File: src/rtl/split_hysteresis_branch_predictor_core_macros.svh
// Assertion macros used by the predictor's top-level RTL file.
`ifndef SPLIT_HYSTERESIS_BRANCH_PREDICTOR_CORE_MACROS_SVH
`define SPLIT_HYSTERESIS_BRANCH_PREDICTOR_CORE_MACROS_SVH

// Same-cycle implication, disabled while reset is held.
`define SHBP_ASSERT_IMP(label, clk, rst_n, ante, cons, msg) \
    label: assert property (@(posedge clk) disable iff (!(rst_n)) (ante) |-> (cons)) \
        else $error(msg);

// Next-cycle implication, disabled while reset is held.
`define SHBP_ASSERT_NEXT(label, clk, rst_n, ante, cons, msg) \
    label: assert property (@(posedge clk) disable iff (!(rst_n)) (ante) |=> (cons)) \
        else $error(msg);

`endif

File: src/rtl/shbp_pkg.sv
// Package with table sizes, counter codes and controller/datapath interface types.
package shbp_pkg;

    localparam int DIR_IDX_BITS = 15;
    localparam int HYS_IDX_BITS = 13;
    localparam int CLR_BITS     = (DIR_IDX_BITS > HYS_IDX_BITS) ? DIR_IDX_BITS : HYS_IDX_BITS;
    localparam int DIR_DEPTH    = 1 << DIR_IDX_BITS;
    localparam int HYS_DEPTH    = 1 << HYS_IDX_BITS;

    localparam logic signed [1:0] HYS_RESET = -2'sd1;
    localparam logic signed [1:0] HYS_MIN   = -2'sd2;
    localparam logic signed [1:0] HYS_MAX   = 2'sd1;

    localparam logic MODE_PREDICT = 1'b0;
    localparam logic MODE_UPDATE  = 1'b1;

    typedef struct packed {
        logic                clear_we;
        logic [CLR_BITS-1:0] clear_addr;
        logic                capture;
        logic                commit;
    } t_cmd;

    typedef struct packed {
        logic out_free;
    } t_status;

endpackage

File: src/rtl/shbp_ctrl.sv
// Controller state machine: clearing pass, request acceptance and result commit.
module shbp_ctrl
    import shbp_pkg::*;
(
    input  logic    i_clk,
    input  logic    i_rst_n,
    input  logic    i_in_valid,
    output logic    o_in_ready,
    input  t_status i_status,
    output t_cmd    o_cmd
);

    localparam logic [1:0] S_CLEAR = 2'd0;
    localparam logic [1:0] S_IDLE  = 2'd1;
    localparam logic [1:0] S_LOOK  = 2'd2;

    logic [1:0]          r_state, n_state;
    logic [CLR_BITS-1:0] r_clr_cnt, n_clr_cnt;

    always_comb begin
        n_state   = r_state;
        n_clr_cnt = r_clr_cnt;
        unique case (r_state)
            S_CLEAR: begin
                n_clr_cnt = r_clr_cnt + 1'b1;
                if (&r_clr_cnt) begin
                    n_state = S_IDLE;
                end
            end
            S_IDLE: begin
                if (i_in_valid) begin
                    n_state = S_LOOK;
                end
            end
            S_LOOK: begin
                if (i_status.out_free) begin
                    n_state = S_IDLE;
                end
            end
            default: begin
                n_state = S_CLEAR;
            end
        endcase
    end

    always_ff @(posedge i_clk) begin
        if (!i_rst_n) begin
            r_state   <= S_CLEAR;
            r_clr_cnt <= '0;
        end else begin
            r_state   <= n_state;
            r_clr_cnt <= n_clr_cnt;
        end
    end

    assign o_in_ready       = (r_state == S_IDLE);
    assign o_cmd.clear_we   = (r_state == S_CLEAR);
    assign o_cmd.clear_addr = r_clr_cnt;
    assign o_cmd.capture    = (r_state == S_IDLE) && i_in_valid;
    assign o_cmd.commit     = (r_state == S_LOOK) && i_status.out_free;

endmodule

File: config.mk
export PLATFORM = sky130hd
export DESIGN_NAME = shbp_ctrl
export DESIGN_NICKNAME = d
export VERILOG_FILES = /design/src/rtl/split_hysteresis_branch_predictor_core_macros.svh /design/src/rtl/shbp_pkg.sv /design/src/rtl/shbp_ctrl.sv
export SDC_FILE = /design/constraint.sdc
export NUM_CORES = 1
export LEC_CHECK = 0
export BUFFER_PORTS_ARGS = -buffer_cell sky130_fd_sc_hd__buf_2
export CAP_MARGIN = 20
export CORE_ASPECT_RATIO = 0.8
export CORE_MARGIN = 4
export CORE_UTILIZATION = 27
export CTS_CLUSTER_DIAMETER = 80
export CTS_CLUSTER_SIZE = 30
export DETAILED_ROUTE_END_ITERATION = 8
export GPL_ROUTABILITY_DRIVEN = 0
export REMOVE_ABC_BUFFERS = 1
export SLEW_MARGIN = 40
export SYNTH_ARGS = -nofsm -noshare
export SYNTH_HDL_FRONTEND = slang
export SYNTH_SLANG_ARGS = --single-unit
File: constraint.sdc
create_clock -name i_clk -period 1.6 [get_ports i_clk]
set_input_delay 0.16 -clock i_clk [delete_from_list [all_inputs] [get_ports i_clk]]
set_output_delay 0.16 -clock i_clk [all_outputs]
set_load 0.1 [all_outputs]
==> out/results.tsv, run 1 <==
stage	metric	value	unit
status	status	complete, but fails checks	
status	failing checks	setup timing	
yosys	register area share after synthesis	43.52	%
place	Inst Count DP	164	
hold_path	Worst Hold Class	in2reg	
pwr	Power per Cell Area	659.3	nW/um^2
sta	Slew @ Worst Pin	0.5120	ns
pwr	Sw Pwr	0.2151	mW
sta	Max Freq	613.8	MHz
flow_run	max-cap viol count	0	
drt	Routed WL	2.002	mm
yosys	Mapped Cells	88	
finish	filler cell count	291	
drt	DRC	0	
yosys	post-synth top area share	43.52	%
sta	clock skew	0.001730	ns
floorplan	core area	2765	um^2
global_routing	total track usage	11.41	%
sta	unrepaired setup endpoints after global routing	true	
worst_setup_path	Worst Path Max Fanout	3	
yosys	Mean Syn Cell Area	8.886	um^2
sta	Tmin final	1.629	ns
clocking	maximum clock insertion buffer count	2	
drt	DR vias/cell	4.586	
pwr	maximum VDD drop	453.8	uV
global_routing	vias in the first global route	763	
clocking	worst skew pair latency	0.29	ns
clocking	Hold Buf Count CTS	0	
finish	Finished Core Util	42.31	%
finish	Final Instance Count excl. Fillers	169	
yosys	number of synthesized register bits	17	
drt	ANT nets after route	0	
clocking	cts bufs inserted	3	
yosys	Synth cell types	26	
drt	1st-pass router iterations	4	
pwr	leak pwr	0.4919	nW
yosys	EDFF count, synth	0	
global_routing	global route total overflow	0	
pwr	cell-internal power	0.5562	mW
sta	worst setup slack after layout	-0.02909	ns
global_routing	pin count of the biggest net entering global routing	17	
drt	WL per Instance	11.85	um
clocking	CTS tree	yes	
yosys	Synth top cells by count	dfxtp_1 (17), nor2_1 (13), nand4_1 (7), xor2_1 (7), nand2_1 (6)	
yosys	dominant synthesized flop cell	dfxtp_1	
clocking	Clock Sinks	17	
worst_setup_path	WP data arrival	1.85	ns
yosys	Cell Area, Synth	782.0	um^2
global_routing	initial antenna violation count	0	
yosys	Synth warnings	0	
finish	NumNets Final	137	
worst_setup_path	CP endpoint kind	flop	
finish	share of cells above drive strength 1	41.98	%
yosys	largest cells by area after synthesis	dfxtp_1 (44%), xor2_1 (7.8%), nor2_1 (6.2%)	
sta	Setup TNS	-0.02909	ns
pwr	switching share of total power	27.89	%
sta	Rel. slew slack	65.83	%
clocking	Root Buffer	clkbuf_4	
clocking	CTS HTree Levels	1	
floorplan	Die ar.	3827	um^2
global_routing	first-pass GRT wire length	3.346	mm
finish	Synth-to-Final Area Change	49.60	%
floorplan	# rows	17	
pwr	clock share of power	29.7	%
yosys	Synth async-reset ratio	0	%
drt	DRT iter0 DRCs	48	
yosys	leading area contributor after synthesis	dfxtp_1	
floorplan	die height	56.14	um
pwr	Combinational Power Share	13.6	%
floorplan	Die X	68.17	um
floorplan	Ports	23	
sta	period utilisation layout	101.8	%
finish	register area	342.8	um^2
sta	Final Hold Fails	0	
place	port buffer count	22	
worst_setup_path	CP Data Required Time	1.82	ns
floorplan	Initial Utilization	28.28	%
sta	final setup fails	1	
finish	ANT cells	0	
worst_setup_path	critical setup path kind	reg2reg	
drt	Vias	775	
worst_setup_path	crit path launch type	flop	
yosys	top-count cell post-synth	dfxtp_1	
place	HPWL Detailed	1.511	mm
finish	area of the multi-input gates	454.2	um^2
pwr	sequential power share	56.7	%
sta	Final Max Slew Viols	0	
clocking	clk slew on worst S/H paths	0.10	ns
## cell families after synthesis
kind of cell | Yosys count | share of synthesized area [%]
xor gates and xnor gates | 11 | 12.32
DFF | 17 | 43.52
adders and majority gates | 1 | 1.600
AOI/OAI and AO/OA | 11 | 8.160
buffers and inverters | 6 | 2.880
and+or+nand+nor | 42 | 31.52
## registers in the layout, indices dropped and copies added, names as in the netlist
| register | flops |
|---|---|
| r_clr_cnt | 15 |
| r_state | 2 |
## critical path: stages (launching register included)
cell and delay (ns):
dfxtp_2 0.37, ha_4 0.13, inv_1 0.05, or4_4 0.54, or3_4 0.35, a21oi_2 0.13
## metal layers
metal	share of wire (%)	up-vias	GRT usage, %
met5	0	-	0
met3	7.8	0	5.859
li1	-	394	-
met1	47	356	13.87
met2	45	25	18.13
met4	0	0	1.700
## final timing paths
kind / depth (start not counted) / slack, ns / end / from
worst min register to register: 2 / 0.53 / r_clr_cnt[14] / r_clr_cnt[14]
worst max register to register: 5 / -0.03 / r_clr_cnt[12] / r_clr_cnt[1]
worst min-delay path: 2 / 0.11 / r_state[0] / i_rst_n
worst max-delay path: 5 / -0.03 / r_clr_cnt[12] / r_clr_cnt[1]
## power groups by stage
stage | combinational (mW) | clock [mW] | sequential, mW
floorplan | 0.0178 | 0 | 0.495
global placement | 0.0978 | 0 | 0.443
detailed placement | 0.0995 | 0 | 0.444
CTS | 0.103 | 0.238 | 0.437
global route | 0.114 | 0.255 | 0.438
finish | 0.105 | 0.229 | 0.437
## placed cells by master, fill, tap and decap left out, types with 4 or more instances in the layout
cell      count
nand4_1       7
a21oi_1       4
dfxtp_1      15
xor2_1        6
xnor2_1       4
nor2_1       12
buf_2        18
clkbuf_4      5
inv_1         5
nand2_1       6
buf_4        18
## layout make-up
cell class,count,area share [%]
timing repair buffer,40,23.96
clock buffer,4,2.246
inverter,5,1.604
multi-input combinational,65,38.82
sequential,17,29.30
tap,38,4.064
## metrics by stage
stage	hold WS (ns)	power [mW]	instance area [um^2]	setup WS [ns]
floorplan	0.3059	0.5125	778.2	-0.9150
detailed placement	0.4167	0.5432	1094	-0.07532
global route	0.1063	0.8062	1170	-0.07520
CTS	0.1080	0.7783	1139	-0.01401
global placement	0.4026	0.5408	1094	-0.004001
finish	0.1148	0.7713	1170	-0.02909
## what timing repair did
action / CTS / global route
pin swaps: 5 / 0
buffers inserted: 0 / 1
gates resized for setup: 6 / 7
endpoints found under the hold margin: 0 / 0
endpoints found under the setup margin: 2 / 5
Power figures use the tool's default switching activity.
==> run 2, diff against run 1 <==
--- a/config.mk
+++ b/config.mk
@@ -5,6 +5,7 @@
 export SDC_FILE = /design/constraint.sdc
 export NUM_CORES = 1
 export LEC_CHECK = 0
+export ABC_AREA = 1
 export BUFFER_PORTS_ARGS = -buffer_cell sky130_fd_sc_hd__buf_2
 export CAP_MARGIN = 20
 export CORE_ASPECT_RATIO = 0.8
@@ -14,8 +15,8 @@
 export CTS_CLUSTER_SIZE = 30
 export DETAILED_ROUTE_END_ITERATION = 8
 export GPL_ROUTABILITY_DRIVEN = 0
-export REMOVE_ABC_BUFFERS = 1
 export SLEW_MARGIN = 40
 export SYNTH_ARGS = -nofsm -noshare
 export SYNTH_HDL_FRONTEND = slang
 export SYNTH_SLANG_ARGS = --single-unit
+export TNS_END_PERCENT = 5
==> out/results.tsv, run 2 <==
stage	metric	value	unit	change
yosys	Synth top cells by count	nand2_1 (25), nor2_1 (21), inv_1 (18)		was dfxtp_1 (17), nor2_1 (13), nand4_1 (7), xor2_1 (7), nand2_1 (6)
floorplan	# rows	17		unchanged
finish	filler cell count	309		was 291
yosys	EDFF count, synth	0		unchanged
worst_setup_path	slowest library cell on the worst path	dfxtp_1		was or4_4
drt	ANT nets after route	0		unchanged
worst_setup_path	WP data arrival	1.38	ns	was 1.85 ns
sta	Final Max Slew Viols	0		unchanged
worst_setup_path	CP endpoint kind	output port		was flop
worst_setup_path	critical setup path kind	reg2out		was reg2reg
yosys	syn nets	126		
sta	worst setup slack after layout	0.06216	ns	was -0.02909 ns
global_routing	pin count of the biggest net entering global routing	14		was 17
worst_setup_path	CP Data Required Time	1.44	ns	was 1.82 ns
pwr	maximum VDD drop	308.0	uV	was 453.8 uV
floorplan	Initial Utilization	29.24	%	was 28.28%
global_routing	first-pass GRT wire length	3.415	mm	was 3.346 mm
finish	Final Instance Count excl. Fillers	184		was 169
yosys	Mean Syn Cell Area	6.938	um^2	was 8.886 um^2
finish	most common cell after layout, fill and taps aside	nand2_1		
clocking	clk slew on worst S/H paths	0.07	ns	was 0.10 ns
yosys	Mapped Cells	121		was 88
place	Inst Count DP	180		was 164
yosys	Synth cell types	18		was 26
sta	Final Hold Fails	0		unchanged
hold_path	Worst Hold Class	in2reg		unchanged
hold_path	worst hold stages	4		was 2
drt	WL per Instance	10.49	um	was 11.85 um
clocking	Hold Buf Count CTS	0		unchanged
yosys	Synth async-reset ratio	0	%	unchanged
finish	max reg flops	15		unchanged
drt	1st-pass router iterations	4		unchanged
clocking	worst skew pair latency	0.26	ns	was 0.29 ns
worst_setup_path	Worst Path Max Fanout	4		was 3
finish	share of cells above drive strength 1	26.03	%	was 41.98%
clocking	Root Buffer	clkbuf_8		was clkbuf_4
yosys	leading area contributor after synthesis	dfxtp_1		unchanged
clocking	post-CTS setup buffers	0		unchanged
floorplan	core area	2872	um^2	was 2765 um^2
clocking	CTS HTree Levels	1		unchanged
global_routing	total track usage	10.58	%	was 11.41%
yosys	Cell Area, Synth	839.6	um^2	was 782.0 um^2
yosys	dominant synthesized flop cell	dfxtp_1		unchanged
sta	Slew @ Worst Pin	0.4932	ns	was 0.5120 ns
sta	clock skew	0.003848	ns	was 0.001730 ns
drt	Routed WL	1.930	mm	was 2.002 mm
flow_run	max-cap viol count	0		unchanged
worst_setup_path	Reg2Reg Depth	9		was 5
clocking	Clock Sinks	17		unchanged
pwr	leak pwr	0.4632	nW	was 0.4919 nW
finish	ANT cells	0		unchanged
finish	most frequent cells in the layout	nand2_1 (25), nor2_1 (20), buf_2 (20)		was buf_2 (18), buf_4 (18), dfxtp_1 (15)
global_routing	global route total overflow	0		unchanged
drt	DR vias/cell	4.310		was 4.586
place	Area after DPL	1049	um^2	was 1094 um^2
global_routing	initial antenna violation count	0		unchanged
finish	NumNets Final	152		was 137
sta	final setup fails	0		was 1
finish	Synth-to-Final Area Change	30.40	%	was 49.60%
sta	Setup TNS	0	ns	was -0.02909 ns
worst_setup_path	critical path, cell by cell	inv_1 -> nor2_4 -> buf_2		was ha_4 -> inv_1 -> or4_4 -> or3_4 -> a21oi_2
sta	Max Freq	650.3	MHz	was 613.8 MHz
finish	Largest regs	r_clr_cnt x15, r_state x2		unchanged
clocking	maximum clock insertion buffer count	2		unchanged
place	HPWL Detailed	1.518	mm	was 1.511 mm
place	Place WS	0.2505	ns	was -0.07532 ns
yosys	largest cells by area after synthesis	dfxtp_1 (41%), nand2_1 (11%), nor2_1 (9.4%)		was dfxtp_1 (44%), xor2_1 (7.8%), nor2_1 (6.2%)
floorplan	Ports	23		unchanged
status	status	complete, no violations		was complete, but fails checks
finish	Largest Register	r_clr_cnt		unchanged
sta	period utilisation layout	96.11	%	was 101.8%
finish	Finished Core Util	38.13	%	was 42.31%
yosys	top-count cell post-synth	nand2_1		was dfxtp_1
floorplan	Die X	70.35	um	was 68.17 um
drt	DRT iter0 DRCs	73		was 48
clocking	cts bufs inserted	3		unchanged
yosys	number of synthesized register bits	17		unchanged
pwr	Power per Cell Area	786.8	nW/um^2	was 659.3 nW/um^2
worst_setup_path	crit path launch type	flop		unchanged
global_routing	vias in the first global route	759		was 763
floorplan	Die ar.	4071	um^2	was 3827 um^2
sta	Tmin final	1.538	ns	was 1.629 ns
place	port buffer count	22		unchanged
yosys	register area share after synthesis	40.54	%	was 43.52%
finish	cell area after layout	1095	um^2	was 1170 um^2
clocking	CTS tree	yes		unchanged
clocking	PostCTS Resize Cnt	0		was 6
drt	Vias	793		was 775
yosys	Synth warnings	0		unchanged
sta	unrepaired setup endpoints after global routing	false		was true
drt	DRC	0		unchanged
yosys	post-synth top area share	40.54	%	was 43.52%
sta	Rel. slew slack	67.34	%	was 65.83%
worst_setup_path	Worst path max stage delay	0.45	ns	was 0.54 ns
floorplan	die height	57.88	um	was 56.14 um
## run 2: power breakdown
group	switching (mW)	leakage, nW	total [mW]	internal, mW
Sequential	0.00947	0.138	0.441	0.431
Clock	0.157	0.0255	0.330	0.173
Combinational	0.0727	0.300	0.0907	0.0180
Total	0.239	0.463	0.861	0.622
## run 2: through the flow
step | power [mW] | hold slack (ns)
after global routing | 0.8948 | 0.2483
after global placement | 0.5400 | 0.4716
final | 0.8614 | 0.1986
after floorplan | 0.5218 | 0.2984
after CTS | 0.8709 | 0.1964
after detailed placement | 0.5407 | 0.4634
## run 2: worst max-delay path, delay by kind of cell (launching register included)
family / cells / cell delay (ns)
flops: 1 / 0.45
buf+inv: 2 / 0.57
simple gates: 1 / 0.10
## run 2: logic make-up (layout without fill, tap and decap cells)
logic type / after synthesis / in the layout / synth area share, %
AND/OR/NAND/NOR: 67 / 67 / 38.00
buffers and inverters: 19 / 44 / 8.494
XOR/XNOR: 3 / 3 / 3.130
AO/OA/AOI/OAI: 14 / 14 / 8.345
adder cells (fa/ha/maj): 1 / 1 / 1.490
flip-flops: 17 / 17 / 40.54
## run 2: path summary, 6_finish.rpt
check	startpoint	end	slack [ns]
max	r_state[0]	o_in_ready	0.06
min	i_in_valid	r_state[0]	0.20
max reg2reg	r_clr_cnt[0]	r_clr_cnt[12]	0.24
min reg2reg	r_clr_cnt[6]	r_clr_cnt[6]	0.50
## run 2: area by class of cell
cell class / count / area [um^2] / share of cell area, %
clock inverter: 1 / 5.005 / 0.4571
timing repair buffer: 22 / 140.1 / 12.80
tap: 38 / 47.55 / 4.343
sequential: 17 / 342.8 / 31.31
clock buffer: 3 / 41.29 / 3.771
multi-input combinational: 85 / 446.7 / 40.80
inverter: 18 / 71.32 / 6.514
## run 2: per-layer routing
metal / global-route usage, % / wire [um]
met1: 12.63 / 917
met5: 0 / 0
met4: 3.279 / 27
met3: 4.159 / 115
met2: 17.60 / 870
==> run 3, diff against run 2 <==
==> constraint.sdc (replaced) <==
create_clock -name i_clk -period 1.8 [get_ports i_clk]
set_input_delay 0.18 -clock i_clk [delete_from_list [all_inputs] [get_ports i_clk]]
set_output_delay 0.18 -clock i_clk [all_outputs]
set_load 0.1 [all_outputs]
==> out/results.tsv, run 3 (synthesis gave the netlist of run 2 again) <==
stage	metric	value	unit	change
status	status	complete, no violations		unchanged
floorplan	die height	57.88	um	unchanged
finish	most frequent cells in the layout	nand2_1 (25), buf_2 (22), nor2_1 (20)		was nand2_1 (25), nor2_1 (20), buf_2 (20)
finish	Largest Register	r_clr_cnt		unchanged
clocking	Clock Sinks	17		unchanged
floorplan	# rows	17		unchanged
place	port buffer count	22		unchanged
sta	clock skew	0.003311	ns	was 0.003848 ns
sta	unrepaired setup endpoints after global routing	false		unchanged
sta	Tmin final	1.664	ns	
sta	Slew @ Worst Pin	0.4889	ns	was 0.4932 ns
sta	hold_ws	0.2358	ns	was 0.1986 ns
floorplan	Die X	70.35	um	unchanged
finish	max reg flops	15		unchanged
drt	DR vias/cell	4.375		was 4.310
global_routing	initial antenna violation count	0		unchanged
global_routing	first-pass GRT wire length	3.374	mm	was 3.415 mm
sta	Setup TNS	0	ns	unchanged
global_routing	total track usage	10.30	%	was 10.58%
drt	WL per Instance	10.46	um	was 10.49 um
flow_run	max-cap viol count	0		unchanged
clocking	CTS tree	yes		unchanged
drt	ANT nets after route	0		unchanged
drt	DRT iter0 DRCs	38		was 73
finish	NumNets Final	152		unchanged
place	Place WS	0.4077	ns	was 0.2505 ns
finish	cell area after layout	1059	um^2	was 1095 um^2
floorplan	Ports	23		unchanged
worst_setup_path	WP data arrival	1.48	ns	was 1.38 ns
clocking	Root Buffer	clkbuf_8		unchanged
global_routing	vias in the first global route	787		was 759
sta	Max Freq	600.9	MHz	
clocking	post-CTS setup buffers	0		unchanged
finish	Synth-to-Final Area Change	26.08	%	was 30.40%
floorplan	Die ar.	4071	um^2	unchanged
floorplan	core area	2872	um^2	unchanged
clocking	maximum clock insertion buffer count	2		unchanged
finish	filler cell count	319		was 309
clocking	worst skew pair latency	0.25	ns	was 0.26 ns
pwr	leak pwr	0.4583	nW	was 0.4632 nW
sta	worst setup slack after layout	0.1357	ns	was 0.06216 ns
floorplan	Initial Utilization	29.24	%	unchanged
clocking	clk slew on worst S/H paths	0.07	ns	about the same
place	Inst Count DP	180		unchanged
clocking	cts bufs inserted	3		unchanged
sta	period utilisation layout	92.46	%	
drt	DRC	0		unchanged
place	HPWL Detailed	1.508	mm	was 1.518 mm
clocking	CTS HTree Levels	1		unchanged
clocking	Hold Buf Count CTS	0		unchanged
drt	Routed WL	1.924	mm	was 1.930 mm
worst_setup_path	CP Data Required Time	1.62	ns	was 1.44 ns
finish	share of cells above drive strength 1	26.03	%	unchanged
finish	Final Instance Count excl. Fillers	184		unchanged
pwr	Power per Cell Area	712.8	nW/um^2	was 786.8 nW/um^2
finish	Largest regs	r_clr_cnt x15, r_state x2		unchanged
sta	Final Max Slew Viols	0		unchanged
worst_setup_path	CP endpoint kind	output port		unchanged
place	Area after DPL	1012	um^2	was 1049 um^2
clocking	PostCTS Resize Cnt	0		unchanged
sta	final setup fails	0		unchanged
worst_setup_path	critical setup path kind	reg2out		unchanged
finish	most common cell after layout, fill and taps aside	nand2_1		unchanged
finish	ANT cells	0		unchanged
hold_path	Worst Hold Class	in2reg		unchanged
drt	1st-pass router iterations	4		unchanged
sta	Rel. slew slack	67.63	%	was 67.34%
drt	Vias	805		was 793
sta	Final Hold Fails	0		unchanged
global_routing	pin count of the biggest net entering global routing	14		unchanged
worst_setup_path	Worst Path Max Fanout	4		unchanged
worst_setup_path	crit path launch type	flop		unchanged
pwr	maximum VDD drop	256.3	uV	was 308.0 uV
global_routing	global route total overflow	0		unchanged
[run 3: stage by stage]
step	util, %	power (mW)
6_report	36.86	0.7545
4_1_cts	36.86	0.7669
2_1_floorplan	-	0.4635
5_1_grt	36.86	0.7906
3_3_place_gp	35.25	0.4778
3_5_place_dp	35.25	0.4789
[run 3: where the power goes]
part | switching, mW | internal [mW]
logic | 0.0636 | 0.0158
registers | 0.00808 | 0.383
clock network | 0.130 | 0.153
total | 0.202 | 0.552
[run 3: path summary, 6_finish.rpt]
check                                endpoint  slack, ns  cells after the start          from
worst max-delay path                 o_cmd[1]       0.14                      5    r_state[0]
worst min-delay path               r_state[0]       0.24                      4    i_in_valid
worst max register to register  r_clr_cnt[12]       0.42                      9  r_clr_cnt[0]
worst min register to register   r_clr_cnt[6]       0.50                      2  r_clr_cnt[6]
[run 3: cell type report]
cell class,instances,area (um^2),share of cell area [%]
multi-input cells,85,440.4,41.61
inverters,18,71.32,6.738
well taps,38,47.55,4.492
clock buffers,3,41.29,3.901
clock inverters,1,5.005,0.4728
repair buffers,22,110.1,10.40
flip-flops and latches,17,342.8,32.39
[run 3: critical path: stages (launching register included)]
cell and delay [ns]:
dfxtp_1 0.42, inv_1 0.13, nor2_4 0.10, nand2_1 0.10, clkinvlp_4 0.07, buf_2 0.41
[run 3: per-layer routing]
layer | global-route usage [%] | routed length [um] | up-vias
met5 | 0 | 0 | -
met2 | 18.00 | 910 | 16
met3 | 3.640 | 96 | 2
met4 | 3.279 | 22 | 0
li1 | - | - | 432
met1 | 11.84 | 894 | 355
